**config.mk**
```make
export PLATFORM = sky130hd
export DESIGN_NAME = scw_cordic_cell
export DESIGN_NICKNAME = d
export VERILOG_FILES = /design/src/hdl/scw_pkg.sv /design/src/hdl/scw_cordic_cell.sv
export SDC_FILE = /design/constraint.sdc
export NUM_CORES = 1
export LEC_CHECK = 0
export BUFFER_PORTS_ARGS = -buffer_cell sky130_fd_sc_hd__buf_2
export CAP_MARGIN = 20
export CORE_MARGIN = 10
export CORE_UTILIZATION = 48
export CTS_CLUSTER_SIZE = 16
export DETAILED_ROUTE_END_ITERATION = 8
export PLACE_DENSITY_LB_ADDON = 0.15
export SLEW_MARGIN = 25
export SYNTH_ARGS = -nofsm -noshare
export SYNTH_HDL_FRONTEND = slang
export SYNTH_SLANG_ARGS = --single-unit
```
**constraint.sdc**
```tcl
create_clock -name clk -period 3.95 [get_ports clk]
set_input_delay 0.79 -clock clk [delete_from_list [all_inputs] [get_ports clk]]
set_output_delay 0.79 -clock clk [all_outputs]
set_load 0.05 [all_outputs]
```
**src/hdl/scw_pkg.sv**
```systemverilog
// Shared types, constants and the CORDIC angle table for the cutoff weight block.
// Used by scw_cordic_cell and smooth_cosine_cutoff_weight; no dependencies.
`default_nettype none
package scw_pkg;

  localparam logic [29:0] PiQ28       = 30'd843314857;
  localparam logic [29:0] HalfPiQ28   = 30'd421657428;
  localparam logic [31:0] GainInvQ28  = 32'd163008219;
  localparam logic signed [29:0] OneQ28 = 30'sd268435456;

  localparam logic [1:0] RegRc   = 2'd0;
  localparam logic [1:0] RegW    = 2'd1;
  localparam logic [1:0] RegPov  = 2'd2;
  localparam logic [1:0] RegMode = 2'd3;

  typedef struct packed {
    logic                band;
    logic                outside;
    logic signed [24:0]  dx;
    logic signed [24:0]  dy;
    logic signed [24:0]  dz;
  } side_t;

  function automatic logic [31:0] atan_entry(input int i);
    logic [31:0] v;
    case (i)
      0:  v = 32'd210828714;
      1:  v = 32'd124459457;
      2:  v = 32'd65760959;
      3:  v = 32'd33381290;
      4:  v = 32'd16755422;
      5:  v = 32'd8385879;
      6:  v = 32'd4193963;
      7:  v = 32'd2097109;
      8:  v = 32'd1048571;
      9:  v = 32'd524287;
      10: v = 32'd262144;
      default: v = 32'd268435456 >> i;
    endcase
    return v;
  endfunction

endpackage
`default_nettype wire

```
**src/hdl/scw_cordic_cell.sv**
```systemverilog
// One CORDIC rotation cell: a single micro-rotation, registered.
// Depends on scw_pkg for the angle table and the side-band word type.
`default_nettype none
module scw_cordic_cell #(
  parameter int IDX = 0
) (
  input  wire                 clk,
  input  wire                 rst,
  input  wire                 en,
  input  wire                 vin,
  input  scw_pkg::side_t      sin_side,
  input  wire signed [31:0]   xin,
  input  wire signed [31:0]   yin,
  input  wire signed [31:0]   zin,
  output logic                vout,
  output scw_pkg::side_t      sout_side,
  output logic signed [31:0]  xout,
  output logic signed [31:0]  yout,
  output logic signed [31:0]  zout
);

  localparam logic signed [31:0] Ang = scw_pkg::atan_entry(IDX);

  logic signed [31:0] dx, dy;
  assign dx = yin >>> IDX;
  assign dy = xin >>> IDX;

  always_ff @(posedge clk) begin
    if (rst) begin
      vout <= 1'b0;
    end else if (en) begin
      vout <= vin;
    end
  end

  always_ff @(posedge clk) begin
    if (en) begin
      sout_side <= sin_side;
      if (!zin[31]) begin
        xout <= xin - dx;
        yout <= yin + dy;
        zout <= zin - Ang;
      end else begin
        xout <= xin + dx;
        yout <= yin - dy;
        zout <= zin + Ang;
      end
    end
  end

endmodule
`default_nettype wire

```
### Yosys cells after proc, flatten, opt, wreduce, memory -nomap -nowiden

Index checks and enable logic that the tools add are counted.
W data, S select, Z words.

| cells by class | value |
|---|---|
| multiplexer cells | 3 |
| add/sub/neg operators | 5 |

Operators by type and width:

| kind | count |
|---|---|
| $mux W32 | 3 |
| $sub A32 B32 Y32 | 2 |
| $add A32 B29 Y32 const B | 1 |
| $add A32 B32 Y32 | 1 |
| $sub A32 B29 Y32 const B | 1 |

| word-level totals | value |
|---|---|
| output and inout bits | 174 |
| word-level logic and storage cells | 17 |
| bits of input ports | 177 |
| register bits | 174 |

### Logic depth before layout (Yosys ltp)

Gate-level depths: netlist (run 1).

| logic depth | value |
|---|---|
| depth after elaboration | 2 |
| mapped depth | 14 |
| gate-level depth less buffers | 12 |

### Worst setup path after synthesis (run 1)

OpenSTA, ideal clock, no wires.

| timing path | value |
|---|---|
| path kind | in2reg |
| start | in zin[31] |
| end | reg zout[28] (data pin) |
| arrival time | 3.588 ns |
| data required time | 3.690 ns |
| stages on the path | 14 |
| path buffers | 3 |
| path slack | 0.102 ns |
| setup time | 0.260 ns |
| path through | clkbuf_8 inv_1 clkbuf_8 clkbuf_1 ha_1 a21o_1 a21oi_1 nand2_1 a21oi_1 o21ai_0 a211o_1 a21o_1 a21oi_1 xnor2_1 |

| between the ends | value |
|---|---|
| cells in the longest elaborated chain, start to end | 1 |

Ends and longest elaborated chain:

| item | RTL line | source |
|---|---|---|
| from (decl) | scw_cordic_cell.sv:14 | `input wire signed [31:0] zin,` |
| $mux W32 | scw_cordic_cell.sv:39 | `if (!zin[31]) begin` |
| to (signal assigned) | scw_cordic_cell.sv:42 | `zout <= zin - Ang;` |
| to (signal assigned) | scw_cordic_cell.sv:46 | `zout <= zin + Ang;` |
| to (decl) | scw_cordic_cell.sv:19 | `output logic signed [31:0] zout` |

No other way between the ends.
A chain may end at the register's enable or synchronous reset.

### Final worst setup path (run 1)

| timing path | value |
|---|---|
| start | in xin[3] |
| end | reg yout[29] (data pin) |

| between the ends | value |
|---|---|
| cells in the longest elaborated chain, start to end | 2 |
| elaborated cells between the ends (all ways) | 3 |
| those cells by class | 2 x add/sub; 1 x mux |

Ends and longest elaborated chain:

| item | RTL line | source |
|---|---|---|
| from (decl) | scw_cordic_cell.sv:12 | `input wire signed [31:0] xin,` |
| $add A32 B32 Y32 / $sub A32 B32 Y32 (equally long branches) | scw_cordic_cell.sv:41, scw_cordic_cell.sv:45 |  |
| $mux W32 (*) | scw_cordic_cell.sv:39 |  |
| to (signal assigned) | scw_cordic_cell.sv:41 | `yout <= yin + dy;` |
| to (signal assigned) | scw_cordic_cell.sv:45 | `yout <= yin - dy;` |
| to (decl) | scw_cordic_cell.sv:18 | `output logic signed [31:0] yout,` |

Every way passes the cells marked *; elsewhere a longest branch is shown, timed or not.

==> results_dict.tcl, run 1 <==
set metrics [dict create \
    numCtsBuffers 17 \
    final_cells 1911 \
    end_kind "register" \
    grt_pass1_wl_mm 63.0 \
    io_buffer_count 350 \
    multiInputGateArea_um2 6390 \
    place_area_um2 14400 \
    skew_ps 0 \
    dieArea_um2 32400 \
    cts-root-buf "clkbuf_16" \
    die_x_um 180 \
    start_util 0.488 \
    holdWs_ps 504 \
    clock.fmax_mhz 289 \
    placed_cells 1874 \
    place_ws_ps 86.2 \
    syn-num-nets 1510 \
    ys_warn_count 0 \
    final_common_cell "buf_2" \
    synthDistinctLibCells 96 \
    place.gp.congestion 0.920 \
    fillers 2195 \
    p_leak_nw 6.81 \
    clock_latency_ps 440 \
    p_per_area_nw_per_um2 441 \
    yosysSeqAreaShare 0.422 \
    hpwl_mm 33.4 \
    regArea_um2 5180 \
    fin_total_pwr_mw 6.65 \
    nNetsFinal 1867 \
    final-max-slew-violation-count 0 \
    core.rowCount 58 \
    startpoint_type "input pin" \
    syn-cell-area_um2 12300 \
    worstPathRequired_ps 4110 \
    grt_pass1_vias 10556 \
    totalWireLength_mm 41.2 \
    avgViaCountPerCell 5.61 \
    clock_path_buffers 2 \
    relSlewSlack 0.334 \
    drtIter0Drc 855 \
    dieHeight_um 180 \
    synth_edf_count 172 \
    clock-sinks 173 \
    ctsResizeCount 0 \
    syn_area_per_cell_um2 10.2 \
    postLayoutSetupSlackWorst_ps 486 \
    async_flop_share 0 \
    grt_max_degree 91 \
    vdd_drop_max_uv 297 \
    period_share 0.877 \
    post_cts_buffers 0 \
    core_um2 25200 \
    finalCriticalPeriod_ps 3460 \
    via_count 10718 \
    finalHoldViolations 0 \
    final_cell_mix "buf_2 (348), edfxtp_1 (172), a21oi_1 (142)" \
    synth_ff_type "edfxtp_1" \
    drv_cap 0 \
    fin_tns_setup_ps 0 \
    area_delta_synth_final_pct 22.8 \
    clk_pin_slew_ps 80 \
    route.detailed.drc 0 \
    antenna_found_initial 5 \
    fin_area_um2 15100 \
    synth_seq_cells 173 \
    pin_count 351 \
    netlist_instances 1206 \
    setup_viol 0 \
    path_max_fanout 14 \
    min_path_type "in2reg" \
    path_class "in2reg" \
    final_util 0.598 \
    postRouteAntennaNets 0 \
    arrival_ps 3630 \
    wl_per_cell_um 21.6 \
    status "complete, no violations" \
    overflow 0 \
    h-tree-depth 4 \
    rsz0062_at_grt "no" \
    cts_hold_buf 0 \
    drive_gt1_frac 0.293 \
    cts_tree "done" \
    dr.pass1.iters 5 \
    max_slew.worst_pin.slew_ps 1000 \
    grt_util_all_layers 0.244 \
]
[Yosys cell counts, drive strengths merged, types with 13 or more instances]
cell / instances / area share
a21o: 40 / 0.025
nor2b: 13 / 0.0068
a21oi: 145 / 0.060
o211ai: 13 / 0.0084
nand2: 68 / 0.021
clkbuf: 27 / 0.016
o21ai: 69 / 0.029
nor2: 88 / 0.027
edfxtp: 172 / 0.42
o21bai: 17 / 0.010
nand3: 21 / 0.0098
inv: 95 / 0.029
nand4: 15 / 0.0082
nand2b: 17 / 0.0087
ha: 123 / 0.13
xor2: 26 / 0.019
xnor2: 60 / 0.043
a211oi: 15 / 0.0096
nor3: 20 / 0.0090
buf: 24 / 0.011
[state kept, by name, summed over array words and instances (netlist names)]
register / count
yout: 31
xout: 32
vout: 1
sout_side: 77
zout: 32
[worst paths after layout]
check / endpoint / cells past startpoint / slack, ps / startpoint
setup / recovery: yout[29] / 14 / 490 / xin[3]
hold / removal: vout / 2 / 500 / rst
setup reg to reg: vout / 2 / 3360 / vout
hold reg to reg: vout / 2 / 510 / vout
[report_power, final]
part,total [mW],internal (mW),switching (mW)
Clock,1.80,0.926,0.870
Sequential,2.39,2.32,0.0678
Combinational,2.47,0.700,1.77
Total,6.65,3.95,2.71
[cell type report]
class	count	share of cell area
Multi-Input combinational cell	887	0.424
Clock buffer	17	0.0282
Clock inverter	15	0.0136
Tap cell	330	0.0274
Sequential cell	173	0.344
Timing Repair Buffer	389	0.138
Inverter	95	0.0237
Antenna cell	5	0.000830
[routing by layer]
metal / routed length [µm] / global-route usage / up-vias / share of wire
li1: - / - / 5131 / -
met1: 16300 / 0.289 / 5081 / 0.39
met2: 20700 / 0.428 / 444 / 0.50
met3: 2870 / 0.0488 / 62 / 0.070
met4: 1330 / 0.0959 / 0 / 0.032
met5: 0 / 0 / - / 0
[cell families after synthesis]
logic type                 share of synthesized area
AOI/OAI and AO/OA                              0.206
and+or+nand+nor                                0.115
DFF                                            0.422
buffers and inverters                         0.0568
adders and majority gates                      0.132
xor gates and xnor gates                      0.0614
muxes                                        0.00734
[worst max-delay path, cell delays in order]
cell      delay [ps]
buf_2            100
inv_1             40
ha_1             480
nor2_1           250
o211ai_1         190
a311oi_1         440
buf_4            200
o21ai_2           80
a21oi_1          210
o21ai_1          110
a211oi_1         260
buf_4            170
a31oi_1          100
xor2_1           200
Power figures use the tool's default switching activity.
==> run 2: changes to the inputs <==
--- a/config.mk
+++ b/config.mk
@@ -5,13 +5,14 @@
 export SDC_FILE = /design/constraint.sdc
 export NUM_CORES = 1
 export LEC_CHECK = 0
+export ABC_AREA = 1
 export BUFFER_PORTS_ARGS = -buffer_cell sky130_fd_sc_hd__buf_2
 export CAP_MARGIN = 20
 export CORE_MARGIN = 10
-export CORE_UTILIZATION = 48
+export CORE_UTILIZATION = 50
 export CTS_CLUSTER_SIZE = 16
 export DETAILED_ROUTE_END_ITERATION = 8
-export PLACE_DENSITY_LB_ADDON = 0.15
+export PLACE_DENSITY_LB_ADDON = 0.12
 export SLEW_MARGIN = 25
 export SYNTH_ARGS = -nofsm -noshare
 export SYNTH_HDL_FRONTEND = slang
==> results_dict.tcl, run 2 <==
set metrics [dict create \
    status "complete, no violations" \
    nNetsFinal 2693 \
    worstPathRequired_ps 4230 \
    path_class "in2reg" \
    final-max-slew-violation-count 0 \
    pin_count 351 \
    grt_pass1_wl_mm 77.6 \
    path_max_fanout 26 \
    synth_seq_cells 173 \
    reg.largest.list "sout_side (77), xout (32), zout (32)" \
    numCtsBuffers 17 \
    clock_latency_ps 440 \
    netlist_top_cells_area "edfxtp_1 (36%), nand2_1 (18%), ha_1 (11%)" \
    ctsResizeCount 0 \
    yosysSeqAreaShare 0.358 \
    yosys.area.top_type "edfxtp_1" \
    synth_ff_type "edfxtp_1" \
    syn_area_per_cell_um2 7.05 \
    core_um2 28600 \
    clock-sinks 173 \
    largest_register "sout_side" \
    io_buffer_count 350 \
    postRouteAntennaNets 0 \
    cts-root-buf "clkbuf_16" \
    place_ws_ps 861 \
    post_cts_buffers 0 \
    hpwl_mm 43.4 \
    clock.fmax_mhz 374 \
    via_count 14533 \
    finalCriticalPeriod_ps 2670 \
    synthTopCellsByCount "nand2_1 (708), inv_1 (364), edfxtp_1 (172)" \
    holdWs_ps 516 \
    start_util 0.506 \
    dieArea_um2 36200 \
    max_slew.worst_pin.slew_ps 758 \
    p_per_area_nw_per_um2 392 \
    place_area_um2 16500 \
    yosys.cell_count.top_type "nand2_1" \
    die_x_um 190 \
    wl_per_cell_um 18.4 \
    startpoint_type "input pin" \
    relSlewSlack 0.494 \
    drtIter0Drc 1075 \
    rsz0062_at_grt "no" \
    grt_max_degree 73 \
    syn-num-nets 2357 \
    syn-cell-area_um2 14500 \
    async_flop_share 0 \
    finalHoldViolations 0 \
    h-tree-depth 4 \
    clk_pin_slew_ps 80 \
    fin_tns_setup_ps 0 \
    synthDistinctLibCells 45 \
    vdd_drop_max_uv 278 \
    ys_warn_count 0 \
    final_common_cell "nand2_1" \
    p_leak_nw 9.20 \
    clock_path_buffers 2 \
    dr.pass1.iters 6 \
    synth_edf_count 172 \
    netlist_instances 2053 \
    cts_tree "done" \
    drive_gt1_frac 0.173 \
    cts_hold_buf 0 \
    min_path_type "in2reg" \
    period_share 0.676 \
    avgViaCountPerCell 5.21 \
    arrival_ps 2950 \
    fin_area_um2 17200 \
    postLayoutSetupSlackWorst_ps 1280 \
    totalWireLength_mm 51.2 \
    skew_ps 0 \
    overflow 0 \
    setup_viol 0 \
    core.rowCount 62 \
    grt_pass1_vias 14092 \
    drv_cap 0 \
    area_delta_synth_final_pct 18.5 \
    grt_util_all_layers 0.275 \
    route.detailed.drc 0 \
    antenna_found_initial 5 \
    place.gp.congestion 0.960 \
    end_kind "register" \
    synth_top_area_frac 0.357 \
    largest_reg_flops 77 \
    final_cell_mix "nand2_1 (708), inv_1 (364), buf_2 (349)" \
    dieHeight_um 190 \
]
[run 2: worst paths after layout]
| kind | slack (ps) | to | from | cells past startpoint |
|---|---|---|---|---|
| worst max-delay path | 1280 | zout[25] | zin[31] | 10 |
| worst min-delay path | 520 | sout_side[56] | sin_side[56] | 1 |
| worst max register to register | 3340 | vout | vout | 2 |
| worst min register to register | 550 | vout | vout | 2 |
[run 2: logic make-up after synthesis]
group / synth area share
adder cells (fa/ha/maj): 0.112
AND/OR/NAND/NOR: 0.314
buffers and inverters: 0.114
AO/OA/AOI/OAI: 0.0742
flip-flops: 0.358
multiplexers: 0.000691
XOR/XNOR: 0.0272
[run 2: per-stage QoR]
stage,total power [mW],instances,utilization
after floorplan,4.20,2053,-
after global placement,4.95,2754,0.577
after detailed placement,4.98,2754,0.577
after CTS,6.75,2786,0.599
after global routing,7.05,2786,0.599
final,6.73,2787,0.599
[run 2: report_power, final]
group | switching [mW] | internal [mW]
Combinational | 1.93 | 0.647
Clock | 0.900 | 0.877
Sequential | 0.0825 | 2.29
[run 2: area by class of cell]
class | instances | area [µm²]
flip-flops and latches | 173 | 5180
repair buffers | 358 | 1830
clock inverters | 15 | 214
clock buffers | 17 | 425
well taps | 384 | 480
multi-input cells | 1472 | 7640
diodes | 1 | 2.50
fillers | 2740 | 11500
inverters | 367 | 1380
[run 2: critical path, cell delays in order]
cell and delay (ps):
buf_2 120, inv_2 400, ha_1 330, nand2_1 130, nor2_1 160, inv_1 90, nor3_1 380, nand3_1 230
nand3_1 130, xor2_1 180
[run 2: layer usage]
metal	GRT usage	up-vias	routed length, µm	part of all wire
li1	-	7200	-	-
met1	0.325	6644	20700	0.40
met2	0.494	604	25300	0.49
met3	0.0456	85	3580	0.070
met4	0.0924	0	1570	0.031
met5	0	-	0	0
